==> config.mk <==
export PLATFORM = sky130hd
export DESIGN_NAME = button_debounce_long_repeat
export DESIGN_NICKNAME = d
export VERILOG_FILES = /design/src/design/bdlr_pkg.sv /design/src/design/button_debounce_long_repeat.sv /design/src/design/bdlr_update.sv
export SDC_FILE = /design/constraint.sdc
export NUM_CORES = 1
export LEC_CHECK = 0
export ABC_AREA = 1
export BUFFER_PORTS_ARGS = -buffer_cell sky130_fd_sc_hd__buf_2
export CAP_MARGIN = 20
export CELL_PAD_IN_SITES_DETAIL_PLACEMENT = 1
export CELL_PAD_IN_SITES_GLOBAL_PLACEMENT = 2
export CORE_MARGIN = 2
export CORE_UTILIZATION = 37
export CTS_CLUSTER_DIAMETER = 50
export DETAILED_ROUTE_END_ITERATION = 10
export PLACE_DENSITY_LB_ADDON = 0.08
export RECOVER_POWER = 25
export SYNTH_ARGS = -nofsm -noshare
export SYNTH_HDL_FRONTEND = slang
export SYNTH_SLANG_ARGS = --single-unit
==> constraint.sdc <==
create_clock -name clk -period 11.7 [get_ports clk]
set_input_delay 2.34 -clock clk [delete_from_list [all_inputs] [get_ports clk]]
set_output_delay 2.34 -clock clk [all_outputs]
set_load 0.005 [all_outputs]
==> src/design/bdlr_pkg.sv <==
// shared types and constants for the button debouncer with long press and auto repeat
// no dependencies; used by bdlr_update and button_debounce_long_repeat
package bdlr_pkg;

  // field widths
  localparam int BUTTON_ID_W     = 2;
  localparam int NOW_W           = 32;
  localparam int COUNT_W         = 8;
  localparam int DELAY_W         = 16;
  localparam int EVT_W           = 2;
  localparam int CFG_IDX_W       = 2;
  localparam int CFG_DATA_W      = 16;
  localparam int NUM_BUTTONS_DEF = 4;

  // request codes
  localparam logic REQ_POLL = 1'b0;
  localparam logic REQ_READ = 1'b1;

  // event codes
  localparam logic [EVT_W-1:0] EVT_NONE   = 2'd0;
  localparam logic [EVT_W-1:0] EVT_CLICK  = 2'd1;
  localparam logic [EVT_W-1:0] EVT_LONG   = 2'd2;
  localparam logic [EVT_W-1:0] EVT_REPEAT = 2'd3;

  // configuration register indexes
  localparam logic [CFG_IDX_W-1:0] CFG_STABLE_POLLS  = 2'd0;
  localparam logic [CFG_IDX_W-1:0] CFG_LONG_PRESS_MS = 2'd1;
  localparam logic [CFG_IDX_W-1:0] CFG_REPEAT_MS     = 2'd2;

  // configuration reset values
  localparam logic [COUNT_W-1:0] STABLE_POLLS_RST  = 8'd2;
  localparam logic [DELAY_W-1:0] LONG_PRESS_MS_RST = 16'd1000;
  localparam logic [DELAY_W-1:0] REPEAT_MS_RST     = 16'd200;

  typedef struct packed {
    logic                   req_type;
    logic [BUTTON_ID_W-1:0] button_id;
    logic                   raw_level;
    logic [NOW_W-1:0]       now_ms;
  } in_item_t;

  typedef struct packed {
    logic [EVT_W-1:0] event_code;
    logic             is_pressed;
  } out_item_t;

  typedef struct packed {
    logic [COUNT_W-1:0] stable_polls;
    logic [DELAY_W-1:0] long_press_ms;
    logic [DELAY_W-1:0] repeat_ms;
  } cfg_t;

  // per-button state entry kept in the state memory
  typedef struct packed {
    logic               accepted_level;
    logic               last_sample;
    logic [COUNT_W-1:0] same_count;
    logic [NOW_W-1:0]   press_time;
    logic [NOW_W-1:0]   repeat_time;
    logic               long_done;
    logic [EVT_W-1:0]   pending_event;
  } entry_t;

  localparam entry_t ENTRY_RST = '{
    accepted_level: 1'b1,
    last_sample:    1'b1,
    same_count:     '0,
    press_time:     '0,
    repeat_time:    '0,
    long_done:      1'b0,
    pending_event:  EVT_NONE
  };

endpackage

==> src/design/button_debounce_long_repeat.sv <==
// button debouncer with click, long press and auto repeat events, state in one memory
// throughput: one item per cycle unless the output stalls; an item is registered with its
//   state memory read into the update stage, then its result into the output register; the
//   memory is written back with the update and forwarded when the same button follows
// reset: configuration returns to defaults, entry valid bits clear so every button reads
//   as released with no pending event; no clearing pass, items are taken right away
module button_debounce_long_repeat #(
  parameter int NUM_BUTTONS = bdlr_pkg::NUM_BUTTONS_DEF
) (
  input  logic                                clk,
  input  logic                                rst_n,
  input  logic                                in_valid,
  output logic                                in_stall,
  input  bdlr_pkg::in_item_t                  in_data,
  output logic                                out_valid,
  input  logic                                out_stall,
  output bdlr_pkg::out_item_t                 out_data,
  input  logic                                cfg_we,
  input  logic [bdlr_pkg::CFG_IDX_W-1:0]      cfg_index,
  input  logic [bdlr_pkg::CFG_DATA_W-1:0]     cfg_wdata
);

  localparam int AW = (NUM_BUTTONS > 1) ? $clog2(NUM_BUTTONS) : 1;

  // configuration registers
  bdlr_pkg::cfg_t cfg_r;

  always_ff @(posedge clk) begin
    if (!rst_n) begin
      cfg_r.stable_polls  <= bdlr_pkg::STABLE_POLLS_RST;
      cfg_r.long_press_ms <= bdlr_pkg::LONG_PRESS_MS_RST;
      cfg_r.repeat_ms     <= bdlr_pkg::REPEAT_MS_RST;
    end else if (cfg_we) begin
      unique case (cfg_index)
        bdlr_pkg::CFG_STABLE_POLLS:  cfg_r.stable_polls  <= cfg_wdata[bdlr_pkg::COUNT_W-1:0];
        bdlr_pkg::CFG_LONG_PRESS_MS: cfg_r.long_press_ms <= cfg_wdata;
        bdlr_pkg::CFG_REPEAT_MS:     cfg_r.repeat_ms     <= cfg_wdata;
        default: ;
      endcase
    end
  end

  // handshake control
  logic s1_valid_r;
  logic s1_adv;
  logic s1_fire;
  logic in_fire;
  logic out_valid_r;

  assign s1_adv   = !out_valid_r || !out_stall;
  assign s1_fire  = s1_valid_r && s1_adv;
  assign in_stall = s1_valid_r && !s1_adv;
  assign in_fire  = in_valid && !in_stall;

  // input address and range check
  logic [bdlr_pkg::BUTTON_ID_W+AW-1:0] in_id_ext;
  logic [AW-1:0]                       in_addr;
  logic                                in_range;

  assign in_id_ext = {{AW{1'b0}}, in_data.button_id};
  assign in_addr   = in_id_ext[AW-1:0];
  assign in_range  = 32'(in_data.button_id) < NUM_BUTTONS;

  // update stage registers
  logic                            s1_req_r;
  logic                            s1_raw_r;
  logic [bdlr_pkg::NOW_W-1:0]      s1_now_r;
  logic [AW-1:0]                   s1_addr_r;
  logic                            s1_range_r;

  always_ff @(posedge clk) begin
    if (!rst_n) begin
      s1_valid_r <= 1'b0;
    end else if (in_fire) begin
      s1_valid_r <= 1'b1;
    end else if (s1_fire) begin
      s1_valid_r <= 1'b0;
    end
  end

  always_ff @(posedge clk) begin
    if (in_fire) begin
      s1_req_r   <= in_data.req_type;
      s1_raw_r   <= in_data.raw_level;
      s1_now_r   <= in_data.now_ms;
      s1_addr_r  <= in_addr;
      s1_range_r <= in_range;
    end
  end

  // state memory, synchronous read in the accept cycle
  bdlr_pkg::entry_t mem [NUM_BUTTONS];
  bdlr_pkg::entry_t rd_data_r;
  logic             rd_vld_r;
  logic             ent_vld_r [NUM_BUTTONS];
  logic             mem_we;
  bdlr_pkg::entry_t upd_ent;

  assign mem_we = s1_fire && s1_range_r;

  always_ff @(posedge clk) begin
    if (in_fire && in_range) begin
      rd_data_r <= mem[in_addr];
    end
    if (mem_we) begin
      mem[s1_addr_r] <= upd_ent;
    end
  end

  // entry valid bits: an entry never written reads as its reset value
  always_ff @(posedge clk) begin
    if (!rst_n) begin
      for (int i = 0; i < NUM_BUTTONS; i++) begin
        ent_vld_r[i] <= 1'b0;
      end
      rd_vld_r <= 1'b0;
    end else begin
      if (mem_we) begin
        ent_vld_r[s1_addr_r] <= 1'b1;
      end
      if (in_fire && in_range) begin
        rd_vld_r <= ent_vld_r[in_addr];
      end
    end
  end

  // forwarding of the last written entry
  logic             fwd_vld_r;
  logic [AW-1:0]    fwd_addr_r;
  bdlr_pkg::entry_t fwd_data_r;

  always_ff @(posedge clk) begin
    if (!rst_n) begin
      fwd_vld_r <= 1'b0;
    end else if (mem_we) begin
      fwd_vld_r <= 1'b1;
    end
  end

  always_ff @(posedge clk) begin
    if (mem_we) begin
      fwd_addr_r <= s1_addr_r;
      fwd_data_r <= upd_ent;
    end
  end

  bdlr_pkg::entry_t cur_ent;

  always_comb begin
    priority if (fwd_vld_r && fwd_addr_r == s1_addr_r) begin
      cur_ent = fwd_data_r;
    end else if (rd_vld_r) begin
      cur_ent = rd_data_r;
    end else begin
      cur_ent = bdlr_pkg::ENTRY_RST;
    end
  end

  // entry update
  logic [bdlr_pkg::EVT_W-1:0] upd_code;
  logic                       upd_pressed;

  bdlr_update u_update (
    .cfg_i       (cfg_r),
    .ent_i       (cur_ent),
    .req_type_i  (s1_req_r),
    .raw_level_i (s1_raw_r),
    .now_i       (s1_now_r),
    .ent_o       (upd_ent),
    .code_o      (upd_code),
    .pressed_o   (upd_pressed)
  );

  // output register
  bdlr_pkg::out_item_t out_data_r;

  always_ff @(posedge clk) begin
    if (!rst_n) begin
      out_valid_r <= 1'b0;
    end else if (s1_fire) begin
      out_valid_r <= 1'b1;
    end else if (!out_stall) begin
      out_valid_r <= 1'b0;
    end
  end

  always_ff @(posedge clk) begin
    if (s1_fire) begin
      if (s1_range_r) begin
        out_data_r.event_code <= upd_code;
        out_data_r.is_pressed <= upd_pressed;
      end else begin
        out_data_r.event_code <= bdlr_pkg::EVT_NONE;
        out_data_r.is_pressed <= 1'b0;
      end
    end
  end

  assign out_valid = out_valid_r;
  assign out_data  = out_data_r;

  // checks
  a_stall_needs_full: assert property (@(posedge clk) disable iff (!rst_n)
    in_stall |-> (s1_valid_r && out_valid_r))
    else $error("input stalled while the pipeline has room");

  a_poll_no_event: assert property (@(posedge clk) disable iff (!rst_n)
    (s1_fire && s1_req_r == bdlr_pkg::REQ_POLL) |-> (upd_code == bdlr_pkg::EVT_NONE))
    else $error("poll produced an event code");

  a_write_marks_valid: assert property (@(posedge clk) disable iff (!rst_n)
    mem_we |=> ent_vld_r[$past(s1_addr_r)])
    else $error("written entry not marked valid");

  a_reset_empty: assert property (@(posedge clk)
    !rst_n |=> (!out_valid_r && !s1_valid_r))
    else $error("pipeline not empty after reset");

endmodule

==> src/design/bdlr_update.sv <==
// next-state logic for one button entry: debounce, click, long press, repeat, read-clear
// depends on bdlr_pkg
module bdlr_update (
  input  bdlr_pkg::cfg_t          cfg_i,
  input  bdlr_pkg::entry_t        ent_i,
  input  logic                    req_type_i,
  input  logic                    raw_level_i,
  input  logic [bdlr_pkg::NOW_W-1:0] now_i,
  output bdlr_pkg::entry_t        ent_o,
  output logic [bdlr_pkg::EVT_W-1:0] code_o,
  output logic                    pressed_o
);

  bdlr_pkg::entry_t                ent;
  logic                            level_before;
  logic [bdlr_pkg::NOW_W-1:0]      held;
  logic [bdlr_pkg::NOW_W-1:0]      since_rep;
  logic [bdlr_pkg::EVT_W-1:0]      code;

  always_comb begin
    ent          = ent_i;
    code         = bdlr_pkg::EVT_NONE;
    level_before = ent_i.accepted_level;
    held         = '0;
    since_rep    = '0;
    if (req_type_i == bdlr_pkg::REQ_POLL) begin
      // run-length count of equal samples, saturating at the limit
      if (raw_level_i == ent.last_sample) begin
        if (ent.same_count < cfg_i.stable_polls) begin
          ent.same_count = ent.same_count + 8'd1;
        end
      end else begin
        ent.same_count  = '0;
        ent.last_sample = raw_level_i;
      end
      // accept level once the run is long enough
      if (ent.same_count >= cfg_i.stable_polls) begin
        ent.accepted_level = raw_level_i;
        if (level_before && !raw_level_i) begin
          ent.press_time  = now_i;
          ent.repeat_time = now_i;
          ent.long_done   = 1'b0;
        end else if (!level_before && raw_level_i) begin
          if (!ent.long_done) begin
            ent.pending_event = bdlr_pkg::EVT_CLICK;
          end
        end
      end
      // long press and auto repeat while held
      if (!ent.accepted_level) begin
        held = now_i - ent.press_time;
        if (!ent.long_done && held >= {16'b0, cfg_i.long_press_ms}) begin
          ent.long_done     = 1'b1;
          ent.pending_event = bdlr_pkg::EVT_LONG;
          ent.repeat_time   = now_i;
        end
        since_rep = now_i - ent.repeat_time;
        if (ent.long_done && since_rep >= {16'b0, cfg_i.repeat_ms}) begin
          ent.repeat_time   = now_i;
          ent.pending_event = bdlr_pkg::EVT_REPEAT;
        end
      end
    end else begin
      // read and clear the pending slot
      code              = ent.pending_event;
      ent.pending_event = bdlr_pkg::EVT_NONE;
    end
  end

  assign ent_o     = ent;
  assign code_o    = code;
  assign pressed_o = ~ent.accepted_level;

endmodule
==> impl_metrics.ini <==
[sta]
maxSlewHeadroom = -1.11
drv_slew = 58
fin_crit_sh = 0.957
hold_violations = 0
holdWs_ps = 463
worst_slew_pin_slew_ps = 3150
finalClockSkew_ps = 46.5
max_freq_ghz = 0.0893
period_needed_ps = 11200
finalSetupViolCount = 0

[global_routing]
gr-usage-all-layers = 0.265
antenna_found_initial = 2
grt_max_degree = 81
grt_pass1_wl_um = 155000
grt_pass1_vias = 25040
overflow = 0

[clock_tree]
cts_tree = built
numCtsBuffers = 80
htree_levels = 3
clock-sinks = 551
clkTransAtPathRegs_ps = 60
clock_path_buffers = 3
cts_root_buf = clkbuf_16
clk_latency_ps = 650

[min_path]
hold_path_startpoint = cfg_r[29]
hp-class = reg2reg

[drt]
route.detailed.drc = 0
vias_per_cell = 5.46
route.final.wire_length_um = 105000
avgRoutedWirePerCell_um = 24.0
initialDrtViolationCount = 1654
firstDrtPassIters = 5
antenna_left = 0
num_vias = 23920

[critical_path]
crit_type = reg2reg
crit_start = s1_addr_r[1]
critPathRequiredTime_ps = 12210
cpPeakStageDelay_ps = 410
crit_top_cell = nand2_1
cp_slowest_cell = edfxtp_1
rr_startpoint = s1_addr_r[1]
cp_top_family = simple AND/OR/NAND/NOR gates
start_kind = flip-flop
cp-end-kind = flip-flop
path_buf_inv = 20
cp.arrival_ps = 11710
cp_max_fo = 51

[cells_and_area]
nNetsFinal = 3502
syn2layout_area_growth_pct = 27.2
fillers = 8411
drive_gt1_frac = 0.218
fin_util = 0.477

[synthesis]
synth_warnings = 0
synth_seq_area_share = 0.574
netlist.area_leader.share = 0.540
synthCells = 2980
yosysMostFrequentCell = nand2_1
synth_common_cells = nand2_1, edfxtp_1, o21ai_0, nor2_1, inv_1
async_reset_ff_frac = 0
syn_nets = 3142
syn_area_um2 = 28000
yosysTopAreaCell = edfxtp_1
synth.top_cells.by_area = edfxtp_1, nand2_1, o21ai_0
ys.flop_type = edfxtp_1
ys_seq_elements = 551
avgSynthCellArea_um2 = 9.40
yosysUniqueCellTypes = 49
synth_edf_count = 504

[power_and_ir_drop]
p_leak_nw = 14.4
ir_drop_uv = 123
power.density_cell_area_nw_per_um2 = 179

[die]
die_y_um = 279
start_util = 0.375
core-area_um2 = 74700
fp-row-count = 100
die_area_um2 = 77900
die_w_um = 279
ios = 64

[placement]
portBuffers = 63
hpwl_um = 69100
gp_congestion = 0.849

[run_status]
outcome = complete, but fails checks
violations = max-capacitance violations, max-slew violations

[run]
cap_violations = 2
[power breakdown]
group / total [mW] / switching [mW] / internal (mW)
clock network: 2.53 / 1.02 / 1.51
logic: 1.53 / 0.945 / 0.588
registers: 2.33 / 0.0374 / 2.29
[logic make-up (layout without fill, tap and decap cells)]
kind of cell | count (synthesis) | count (layout) | synth area share
buffers and inverters | 439 | 867 | 0.0629
flip-flops | 551 | 551 | 0.574
AND/OR/NAND/NOR | 1156 | 1156 | 0.173
adder cells (fa/ha/maj) | 103 | 103 | 0.0463
AO/OA/AOI/OAI | 692 | 692 | 0.132
XOR/XNOR | 39 | 39 | 0.0122
other | 0 | 1 | 0
[sequential cells by signal, indices dropped and copies added, names as in the netlist]
register / count
s1_raw_r: 1
cfg_r: 40
ent_vld_r: 4
s1_addr_r: 2
s1_now_r: 32
out_valid: 1
fwd_data_r: 77
fwd_addr_r: 2
out_data: 3
rd_vld_r: 1
s1_valid_r: 1
s1_req_r: 1
fwd_vld_r: 1
rd_data_r: 77
mem: 308
[placed cells by master (no fill, tap or decap), types with 26 or more instances in the layout]
cell       count
buf_2         52
buf_4        322
ha_1          86
inv_1        274
edfxtp_1     504
nand2_1      512
a21oi_2       31
nand3_1      213
nor2_1       301
dfxtp_1       46
a21oi_1      143
o21ai_0      347
clkbuf_16     85
nand2_2       26
o22ai_1       80
[cell type report]
cell class              count  area (um^2)  area share
diodes                      1         2.50   0.0000702
clock buffers              92         2090      0.0586
clock inverters            58          746      0.0209
inverters                 299         1140      0.0320
multi-input cells        1990        11200       0.313
flip-flops and latches    551        16100       0.451
well taps                 969         1210      0.0340
repair buffers            418         3200      0.0899
[metal layers]
layer  global-route usage  up-vias  routed length [um]
li1                     -    11102                   -
met1                0.374    12072               48800
met2                0.438      594               49200
met3               0.0279      152                4960
met4               0.0624        0                2220
met5                    0        -                   0
[worst register-to-register path, delay by kind of cell, from the launching register on]
family	cells	cell delay [ps]
xor+xnor	1	140
simple gates	35	3790
compound gates	16	2580
fa+ha+maj	5	1370
flops	1	410
buf+inv	20	2760
[path summary, 6_finish.rpt]
check	cells past startpoint	to	slack, ps
hold / removal	2	cfg_r[29]	460
setup / recovery	77	mem[1][15]	500
hold reg to reg	2	cfg_r[29]	460
setup reg to reg	77	mem[1][15]	500
[stage by stage]
| step | cell area [um^2] | setup slack [ps] | power [mW] | cells | setup TNS (ps) |
|---|---|---|---|---|---|
| after global placement | 31500 | 112 | 3.71 | 4196 | 0 |
| final | 35600 | 501 | 6.39 | 4378 | 0 |
| after detailed placement | 31500 | -343 | 3.75 | 4196 | -47810 |
| after floorplan | 28000 | -779 | 3.10 | 2980 | -120740 |
| after CTS | 34500 | 8.35 | 6.29 | 4346 | 0 |
| after global routing | 35600 | -160 | 6.65 | 4377 | -20500 |
[repair_timing]
item	CTS	global route
endpoints found under the setup margin	170	170
hold buffers	0	0
gates resized for setup	43	201
setup buffers	0	26
pin swaps	2	65
gates cloned	0	5
Power figures use the tool's default switching activity.
